[src/rtl/psfd_pkg.sv]
`timescale 1ns / 1ps
`default_nettype none
// ----------------------------------------------------------------------------
// Per-source flood detector package
// Shared beat types, register indexes and the sequencer's control store.
// ----------------------------------------------------------------------------
package psfd_pkg;

  localparam int unsigned CfgIdxW  = 2;
  localparam int unsigned CfgDataW = 16;

  localparam logic [4:0]  EntriesReset   = 5'd3;
  localparam logic [15:0] ThresholdReset = 16'd4;
  localparam logic [15:0] RateReset      = 16'd3;
  localparam logic        WarnReset      = 1'b0;

  typedef struct packed {
    logic [31:0] sender_key;
    logic [2:0]  msg_kind;
    logic [31:0] now_seconds;
  } item_t;

  typedef struct packed {
    logic flood_detected;
    logic first_detection;
    logic new_entry;
  } result_t;

  typedef enum logic [CfgIdxW-1:0] {
    REG_ENTRIES   = 2'd0,
    REG_THRESHOLD = 2'd1,
    REG_RATE      = 2'd2,
    REG_WARN      = 2'd3
  } cfg_reg_e;

  // Sequencer steps; the step counter holds one of these.
  typedef enum logic [3:0] {
    ST_IDLE    = 4'd0,
    ST_CHK     = 4'd1,
    ST_RD      = 4'd2,
    ST_CMP     = 4'd3,
    ST_NXT     = 4'd4,
    ST_PINC    = 4'd5,
    ST_MOD     = 4'd6,
    ST_NEW     = 4'd7,
    ST_LATCH   = 4'd8,
    ST_MUL     = 4'd9,
    ST_JUDGE   = 4'd10,
    ST_RESTART = 4'd11,
    ST_FLOOD   = 4'd12,
    ST_WB      = 4'd13,
    ST_FIN     = 4'd14
  } step_e;

  typedef enum logic [3:0] {
    A_NONE       = 4'd0,
    A_LOAD       = 4'd1,
    A_READ       = 4'd2,
    A_NEXT       = 4'd3,
    A_PTR_INC    = 4'd4,
    A_MOD_REDUCE = 4'd5,
    A_NEW        = 4'd6,
    A_LATCH      = 4'd7,
    A_MUL        = 4'd8,
    A_RESTART    = 4'd9,
    A_FLOOD      = 4'd10,
    A_WRITE      = 4'd11,
    A_EMIT       = 4'd12
  } act_e;

  typedef enum logic [3:0] {
    C_NEVER     = 4'd0,
    C_ALWAYS    = 4'd1,
    C_NOT_START = 4'd2,
    C_NO_USERS  = 4'd3,
    C_HIT       = 4'd4,
    C_NOT_LAST  = 4'd5,
    C_MOD_GE    = 4'd6,
    C_LE_THR    = 4'd7,
    C_FLOOD     = 4'd8
  } cond_e;

  // One control word: the action for this step, a jump condition with its
  // target, and the step that follows when the jump is not taken.
  typedef struct packed {
    act_e  act;
    cond_e cond;
    step_e target;
    step_e seq;
  } ucode_t;

  function automatic ucode_t ucode_rom(step_e step);
    ucode_t w;
    unique case (step)
      ST_IDLE:    w = '{A_LOAD,       C_NOT_START, ST_IDLE,  ST_CHK};
      ST_CHK:     w = '{A_NONE,       C_NO_USERS,  ST_FIN,   ST_RD};
      ST_RD:      w = '{A_READ,       C_NEVER,     ST_CMP,   ST_CMP};
      ST_CMP:     w = '{A_NONE,       C_HIT,       ST_LATCH, ST_NXT};
      ST_NXT:     w = '{A_NEXT,       C_NOT_LAST,  ST_RD,    ST_PINC};
      ST_PINC:    w = '{A_PTR_INC,    C_NEVER,     ST_MOD,   ST_MOD};
      ST_MOD:     w = '{A_MOD_REDUCE, C_MOD_GE,    ST_MOD,   ST_NEW};
      ST_NEW:     w = '{A_NEW,        C_NEVER,     ST_WB,    ST_WB};
      ST_LATCH:   w = '{A_LATCH,      C_NEVER,     ST_MUL,   ST_MUL};
      ST_MUL:     w = '{A_MUL,        C_LE_THR,    ST_WB,    ST_JUDGE};
      ST_JUDGE:   w = '{A_NONE,       C_FLOOD,     ST_FLOOD, ST_RESTART};
      ST_RESTART: w = '{A_RESTART,    C_ALWAYS,    ST_WB,    ST_WB};
      ST_FLOOD:   w = '{A_FLOOD,      C_NEVER,     ST_WB,    ST_WB};
      ST_WB:      w = '{A_WRITE,      C_NEVER,     ST_FIN,   ST_FIN};
      ST_FIN:     w = '{A_EMIT,       C_ALWAYS,    ST_IDLE,  ST_IDLE};
      default:    w = '{A_NONE,       C_ALWAYS,    ST_IDLE,  ST_IDLE};
    endcase
    return w;
  endfunction

endpackage
`default_nettype wire

[src/rtl/psfd_ram.sv]
`timescale 1ns / 1ps
`default_nettype none
// ----------------------------------------------------------------------------
// Generic single-clock RAM
// One write port and one read port; read data is registered and holds
// between reads.
// ----------------------------------------------------------------------------
module psfd_ram #(
  parameter int unsigned WIDTH = 8,
  parameter int unsigned DEPTH = 16
) (
  input  wire logic                                          clk_i,
  input  wire logic                                          we_i,
  input  wire logic [((DEPTH > 1) ? $clog2(DEPTH) : 1)-1:0] waddr_i,
  input  wire logic [WIDTH-1:0]                              wdata_i,
  input  wire logic                                          re_i,
  input  wire logic [((DEPTH > 1) ? $clog2(DEPTH) : 1)-1:0] raddr_i,
  output      logic [WIDTH-1:0]                              rdata_o
);

  logic [WIDTH-1:0] mem_q [DEPTH];
  logic [WIDTH-1:0] rdata_q;

  always_ff @(posedge clk_i) begin
    if (we_i) begin
      mem_q[waddr_i] <= wdata_i;
    end
    if (re_i) begin
      rdata_q <= mem_q[raddr_i];
    end
  end

  assign rdata_o = rdata_q;

endmodule
`default_nettype wire

[src/rtl/per_source_flood_detector_unit.sv]
`timescale 1ns / 1ps
`default_nettype none
// ----------------------------------------------------------------------------
// Per-source flood detector
// Tracks message counts per sender and kind and flags senders whose message
// rate runs above a programmable limit.
// ----------------------------------------------------------------------------
// A message beat is taken when start is high while busy is low; busy then
// stays high until the single result beat has been shown on result_o for one
// cycle with result_valid_o high. The receiver cannot stall, so result_o must
// be sampled in that cycle. With detection disabled (entry count zero) the
// sequencer goes from its check step straight to the result. Otherwise the
// table is searched one entry at a time through the slot memory's registered
// read port, with a read, a compare and a next step per entry. A miss then
// steps the replacement pointer and repeats its reduction step each time the
// pointer steps past the last tracked slot, which happens once on an ordinary
// wrap and several times after the entry count has been lowered.
// Configuration writes are accepted while busy and start are both low;
// writing the entry count empties the table at once.
// ----------------------------------------------------------------------------
module per_source_flood_detector_unit
  import psfd_pkg::*;
#(
  parameter int unsigned TABLE_DEPTH = 16,
  parameter int unsigned KEY_WIDTH   = 32
) (
  input  wire logic                clk_i,
  input  wire logic                rst_ni,
  input  wire logic                start,
  output      logic                busy,
  input  wire item_t               item_i,
  output      logic                result_valid_o,
  output      result_t             result_o,
  input  wire logic                cfg_valid_i,
  output      logic                cfg_ready_o,
  input  wire logic [CfgIdxW-1:0]  cfg_index_i,
  input  wire logic [CfgDataW-1:0] cfg_data_i
);

  localparam int unsigned AW   = (TABLE_DEPTH > 1) ? $clog2(TABLE_DEPTH) : 1;
  localparam int unsigned CW   = $clog2(TABLE_DEPTH + 1);
  localparam int unsigned RamW = KEY_WIDTH + 3 + 32 + 32 + 1;

  // Configuration registers.
  logic [4:0]  entries_q;
  logic [15:0] thr_q;
  logic [15:0] rate_q;
  logic        warn_q;

  // Sequencer.
  step_e  step_q, step_d;
  ucode_t uc;
  logic   taken;

  // Datapath registers.
  logic [KEY_WIDTH-1:0]   key_q;
  logic [2:0]             kind_q;
  logic [31:0]            now_q;
  logic [AW-1:0]          idx_q;
  logic [AW-1:0]          ptr_q;
  logic [CW-1:0]          mod_q;
  logic [31:0]            cnt_q;
  logic [31:0]            start_q;
  logic                   flag_q;
  logic [31:0]            elapsed_q;
  logic [48:0]            prod_q;
  result_t                res_q;
  logic [TABLE_DEPTH-1:0] valid_q;

  logic [CW-1:0]          users;
  logic                   hit;
  logic                   cfg_we;

  // Slot memory: key, kind, count, window start and flood flag per entry.
  logic                 ram_we;
  logic                 ram_re;
  logic [RamW-1:0]      ram_wdata;
  logic [RamW-1:0]      ram_rdata;
  logic [KEY_WIDTH-1:0] rd_key;
  logic [2:0]           rd_kind;
  logic [31:0]          rd_count;
  logic [31:0]          rd_start;
  logic                 rd_flag;

  psfd_ram #(
    .WIDTH (RamW),
    .DEPTH (TABLE_DEPTH)
  ) u_slots (
    .clk_i   (clk_i),
    .we_i    (ram_we),
    .waddr_i (idx_q),
    .wdata_i (ram_wdata),
    .re_i    (ram_re),
    .raddr_i (idx_q),
    .rdata_o (ram_rdata)
  );

  assign {rd_key, rd_kind, rd_count, rd_start, rd_flag} = ram_rdata;
  assign ram_wdata = {key_q, kind_q, cnt_q, start_q, flag_q};

  // Entry counts above the table size are clamped to the table size.
  always_comb begin
    if (32'(entries_q) > 32'(TABLE_DEPTH)) begin
      users = CW'(TABLE_DEPTH);
    end else begin
      users = CW'(entries_q);
    end
  end

  // A slot matches only if it holds a live entry; its key and kind are
  // meaningless otherwise.
  assign hit = valid_q[idx_q] && (rd_key == key_q) && (rd_kind == kind_q);

  // Next step: the control word's condition picks the jump target or the
  // fall-through step.
  always_comb begin
    uc = ucode_rom(step_q);
    unique case (uc.cond)
      C_NEVER:     taken = 1'b0;
      C_ALWAYS:    taken = 1'b1;
      C_NOT_START: taken = !start;
      C_NO_USERS:  taken = (users == '0);
      C_HIT:       taken = hit;
      C_NOT_LAST:  taken = ((CW'(idx_q) + CW'(1)) != users);
      C_MOD_GE:    taken = (mod_q >= users);
      C_LE_THR:    taken = (cnt_q <= {16'd0, thr_q});
      C_FLOOD:     taken = ({17'd0, cnt_q} >= prod_q);
      default:     taken = 1'b0;
    endcase
    step_d = taken ? uc.target : uc.seq;
  end

  // Control outputs decoded from the current control word. A register write
  // is held off while a message beat is being taken, so the message always
  // sees the settings from before the write.
  always_comb begin
    ram_re         = (uc.act == A_READ);
    ram_we         = (uc.act == A_WRITE);
    result_valid_o = (uc.act == A_EMIT);
    busy           = (step_q != ST_IDLE);
    cfg_ready_o    = (step_q == ST_IDLE) && !start;
  end

  assign cfg_we   = cfg_valid_i && cfg_ready_o;
  assign result_o = res_q;

  always_ff @(posedge clk_i or negedge rst_ni) begin
    if (!rst_ni) begin
      step_q    <= ST_IDLE;
      entries_q <= EntriesReset;
      thr_q     <= ThresholdReset;
      rate_q    <= RateReset;
      warn_q    <= WarnReset;
      valid_q   <= '0;
      ptr_q     <= '0;
    end else begin
      step_q <= step_d;
      if (cfg_we) begin
        unique case (cfg_reg_e'(cfg_index_i))
          REG_ENTRIES: begin
            entries_q <= cfg_data_i[4:0];
            valid_q   <= '0;
          end
          REG_THRESHOLD: thr_q  <= cfg_data_i;
          REG_RATE:      rate_q <= cfg_data_i;
          REG_WARN:      warn_q <= cfg_data_i[0];
          default: ;
        endcase
      end
      if (uc.act == A_WRITE) begin
        valid_q[idx_q] <= 1'b1;
      end
      if (uc.act == A_NEW) begin
        ptr_q <= mod_q[AW-1:0];
      end
    end
  end

  // Payload side of the datapath; no reset needed.
  always_ff @(posedge clk_i) begin
    unique case (uc.act)
      A_LOAD: begin
        key_q  <= KEY_WIDTH'(item_i.sender_key);
        kind_q <= item_i.msg_kind;
        now_q  <= item_i.now_seconds;
        idx_q  <= '0;
        res_q  <= '0;
      end
      A_NEXT: idx_q <= idx_q + 1'b1;
      A_PTR_INC: mod_q <= CW'(ptr_q) + CW'(1);
      A_MOD_REDUCE: begin
        if (mod_q >= users) begin
          mod_q <= mod_q - users;
        end
      end
      A_NEW: begin
        idx_q           <= mod_q[AW-1:0];
        cnt_q           <= 32'd1;
        start_q         <= now_q;
        flag_q          <= 1'b0;
        res_q.new_entry <= 1'b1;
      end
      A_LATCH: begin
        cnt_q     <= (rd_count == '1) ? rd_count : rd_count + 32'd1;
        start_q   <= rd_start;
        flag_q    <= rd_flag;
        elapsed_q <= now_q - rd_start;
      end
      // floor(count / elapsed) > limit is the same as
      // count >= (limit + 1) * elapsed; a zero elapsed time always passes.
      A_MUL: prod_q <= 49'({1'b0, rate_q} + 17'd1) * 49'(elapsed_q);
      A_RESTART: begin
        cnt_q   <= 32'd1;
        start_q <= now_q;
        flag_q  <= 1'b0;
      end
      A_FLOOD: begin
        res_q.flood_detected <= 1'b1;
        if (!flag_q) begin
          flag_q                <= 1'b1;
          res_q.first_detection <= warn_q;
        end
      end
      default: ;
    endcase
  end

  // A replaced slot and a flood verdict never come from the same message.
  assert property (@(posedge clk_i) disable iff (!rst_ni)
    result_valid_o |-> !(result_o.new_entry && result_o.flood_detected))
    else $error("new entry reported together with a flood verdict");

  // A first detection is always part of a flood.
  assert property (@(posedge clk_i) disable iff (!rst_ni)
    result_valid_o && result_o.first_detection |-> result_o.flood_detected)
    else $error("first detection without flood");

  // The pointer reduction has finished before a slot is replaced.
  assert property (@(posedge clk_i) disable iff (!rst_ni)
    (step_q == ST_NEW) |-> (mod_q < users))
    else $error("replacement slot out of range");

  // An accepted message always starts the sequencer.
  assert property (@(posedge clk_i) disable iff (!rst_ni)
    start && !busy |=> busy)
    else $error("accepted message did not start the sequencer");

  // Slot memory writes only happen after a search or a replacement.
  assert property (@(posedge clk_i) disable iff (!rst_ni)
    ram_we |-> ($past(step_q) == ST_NEW || $past(step_q) == ST_MUL ||
                $past(step_q) == ST_RESTART || $past(step_q) == ST_FLOOD))
    else $error("slot write outside of an update");

endmodule
`default_nettype wire

[config.mk]
export PLATFORM = sky130hd
export DESIGN_NAME = per_source_flood_detector_unit
export DESIGN_NICKNAME = d
export VERILOG_FILES = /design/src/rtl/psfd_pkg.sv /design/src/rtl/psfd_ram.sv /design/src/rtl/per_source_flood_detector_unit.sv
export SDC_FILE = /design/constraint.sdc
export NUM_CORES = 2
export LEC_CHECK = 0
export ABC_CLOCK_PERIOD_IN_PS = 10300
export BUFFER_PORTS_ARGS = -buffer_cell sky130_fd_sc_hd__buf_2
export CAP_MARGIN = 20
export CORE_UTILIZATION = 55
export DETAILED_ROUTE_END_ITERATION = 8
export PLACE_DENSITY_LB_ADDON = 0.1
export SYNTH_ARGS = -nofsm -noshare
export SYNTH_HDL_FRONTEND = slang
export SYNTH_SLANG_ARGS = --single-unit
[constraint.sdc]
create_clock -name clk_i -period 10.3 [get_ports clk_i]
set_input_delay 1.03 -clock clk_i [delete_from_list [all_inputs] [get_ports clk_i]]
set_output_delay 1.03 -clock clk_i [all_outputs]
set_load 0.01 [all_outputs]
==> impl_metrics.yaml <==
route:
  drc_errors: 0
  first_pass_iters: 5
  avgViaCountPerCell: 6.019
  dr.first_iter.drc_count: 4886
  wl_per_cell_um: 27.46
  final_antenna_net_count: 0
  route.vias.total: 49998
  wirelength_um: 228100
critical_path:
  timing.rr.start: "rate_q[2]"
  cp_slowest_stage_delay_ns: 0.55
  timing.critical_path.to_type: "flip-flop"
  cp_dominant_cell_by_count: "sky130_fd_sc_hd__fa_1"
  timing.critical_path.slowest_stage_cell: "sky130_fd_sc_hd__fa_1"
  timing.critical_path.fanout_max: 19
  arrival_ns: 9.03
  startpoint_kind_of_the_worst_setup_timing_path: "flip-flop"
  worst_setup_path_startpoint: "rate_q[2]"
  timing.critical_path.required_ns: 10.89
  critPathKind: "reg -> reg"
placed_design:
  count_of_port_buffers_added_during_placement: 94
  place_hpwl_um: 130300
  routabilityCongestion: 0.8666
cts:
  cts_resized: 0
  numClockSinks: 1987
  clockBufferDepth: 3
  ctsRootBufferMaster: "sky130_fd_sc_hd__clkbuf_16"
  clock_tree.htree_level_count: 4
  cts-buffers-inserted: 198
  cts_clock_pin_slew_for_the_worst_setup_and_hold_paths_ns: 0.06
  cts_tree: "yes"
  cts_setup_buffers: 0
  cts.hold.buffers_added: 0
  clk_latency_ns: 0.84
yosys:
  synth_top_area_share_pct: 60.80
  ys_warn_count: 0
  synthFlopType: "sky130_fd_sc_hd__edfxtp_1"
  ys_async_sr_fraction_pct: 3.120
  synth_top_area_cell: "sky130_fd_sc_hd__edfxtp_1"
  syn_inst: 5656
  synthDistinctLibCells: 86
  ys_seq_elements: 1987
  netlist_area_mm2: 0.09507
  yosysSeqAreaShare_pct: 62.44
  post-synth-top-count-cell: "sky130_fd_sc_hd__edfxtp_1"
  synthesis.area_per_instance_um2: 16.81
  synth-edff-count: 1925
  netlist_top_cells_area: "sky130_fd_sc_hd__edfxtp_1 (61%), sky130_fd_sc_hd__mux4_2 (12%), sky130_fd_sc_hd__fa_1 (9.5%)"
  synth_fp_nets: 6415
  synthTopCellsByCount: "sky130_fd_sc_hd__edfxtp_1 (1,925), sky130_fd_sc_hd__inv_1 (661), sky130_fd_sc_hd__mux4_2 (505)"
global_route:
  globalRoute.totalOverflow: 0
  grt_antenna_before_repair: 9
  grt_util_all_layers_pct: 26.81
  first_global_vias: 51854
  wire_length_of_the_first_global_routing_pass_um: 339600
  grt_max_degree: 150
sta:
  fmaxAchievable_ghz: 0.1184
  hold_viol_final: 0
  final_max_slew_viol_count: 0
  setup_repair_after_global_routing_missed_its_margin: "false"
  finalCritPeriodShare_pct: 81.99
  timing.final.setup_violations: 0
  fin_tns_setup_ns: 0
  timing.slew.headroom_pct: 15.98
  timing.final.crit_period_ns: 8.445
  final.setup_skew_ns: 0.04123
  pin_slew_with_the_least_headroom_to_its_limit_ns: 1.260
floorplanning:
  fp.dieH_um: 417.8
  pin_count: 95
  dieArea_mm2: 0.1745
  initial_utilization_pct: 55.36
  rows: 152
  fp.coreArea_mm2: 0.1717
  chipWidth_um: 417.8
cells_and_area:
  drive_gt1_share_pct: 18.23
  design.final.nets: 6595
  synthToLayoutAreaGrowth_pct: 10.67
  final.fill_count: 12542
run_status:
  run_status: "finished clean"
min_path:
  worstHoldPathType: "in -> async"
flow_run:
  drv.max_cap_violation_count: 0
## layout make-up
class                      count  area [um^2]  share of cell area [%]
antenna                        2        5.005                0.004757
sequential                  1987        59360                   56.42
clock buffer                 255         5274                   5.012
tap                         2310         2890                   2.747
multi-input combinational   2770        32610                   30.99
inverter                     662         2487                   2.364
clock inverter               104         1067                   1.014
timing repair buffer         217         1521                   1.446
## path summary, 6_finish.rpt
kind,cells past startpoint,slack [ns],endpoint
worst max-delay path,26,1.86,prod_q[42]
worst min-delay path,2,0.36,rate_q[5]
worst max register to register,26,1.86,prod_q[42]
worst min register to register,1,0.48,valid_q[11]
max in group asynchronous,2,9.28,valid_q[1]
min in group clk_i,1,0.37,key_q[26]
## per-stage QoR
stage	instance area, um^2	instances	hold WS (ns)	utilization (%)	setup slack, ns
floorplan	95070	5656	0.4444	-	0.9794
global placement	98780	7942	0.4532	57.52	2.071
detailed placement	98850	7945	0.4611	57.56	1.904
CTS	105200	8304	0.3116	61.25	1.874
global route	105200	8305	0.3337	61.27	1.411
finish	105200	8307	0.3603	61.27	1.855
## worst max-delay path: cells and delay by family (launching register included)
kind	cells	cell delay (ns)
AO/OA/AOI/OAI	6	1.56
buffers and inverters	4	0.54
flip-flops	1	0.47
adder cells (fa/ha/maj)	7	3.46
AND/OR/NAND/NOR	7	1.61
XOR/XNOR	2	0.53
## per-layer routing
layer | vias to the layer above | global-route usage [%] | part of all wire, %
met5 | - | 0 | 0.022
met4 | 8 | 8.133 | 3.0
met3 | 341 | 3.461 | 6.2
met2 | 1750 | 43.95 | 50
met1 | 26748 | 37.95 | 41
li1 | 21151 | - | -
## state kept, by name (all words and copies together), names as in the netlist, 4 cells and up, named ones only
| register | cells |
|---|---|
| cnt_q | 32 |
| elapsed_q | 32 |
| entries_q | 5 |
| idx_q | 4 |
| key_q | 32 |
| mod_q | 5 |
| now_q | 32 |
| prod_q | 49 |
| ptr_q | 4 |
| rate_q | 16 |
| start_q | 32 |
| thr_q | 16 |
| u_slots.mem_q | 1600 |
| u_slots.rdata_o | 100 |
| valid_q | 16 |
## kinds of logic after synthesis
| kind of cell | Yosys count | share of synthesized area (%) |
|---|---|---|
| flops | 1987 | 62.44 |
| fa+ha+maj | 670 | 12.38 |
| compound gates | 375 | 2.528 |
| mux | 552 | 12.51 |
| simple gates | 1016 | 5.064 |
| buf+inv | 899 | 3.634 |
| xor+xnor | 157 | 1.446 |
## cell usage in the layout, fill, tap and decap left out, types with 57 or more instances in the layout
master,synthesis,layout
sky130_fd_sc_hd__edfxtp_1,1925,1925
sky130_fd_sc_hd__inv_1,661,660
sky130_fd_sc_hd__mux4_2,505,505
sky130_fd_sc_hd__nand2_1,484,484
sky130_fd_sc_hd__fa_1,451,451
sky130_fd_sc_hd__ha_1,219,218
sky130_fd_sc_hd__clkbuf_16,0,202
sky130_fd_sc_hd__and2_1,168,168
sky130_fd_sc_hd__buf_4,3,114
sky130_fd_sc_hd__nor2_1,124,109
sky130_fd_sc_hd__o21ai_0,103,102
sky130_fd_sc_hd__xnor2_1,109,100
sky130_fd_sc_hd__buf_2,54,94
sky130_fd_sc_hd__a21oi_1,85,85
sky130_fd_sc_hd__a21o_1,61,61
sky130_fd_sc_hd__dfrtp_1,57,57
Power is not shown: default switching activity piles up to over one toggle a cycle in this logic, so the estimate is an artifact.
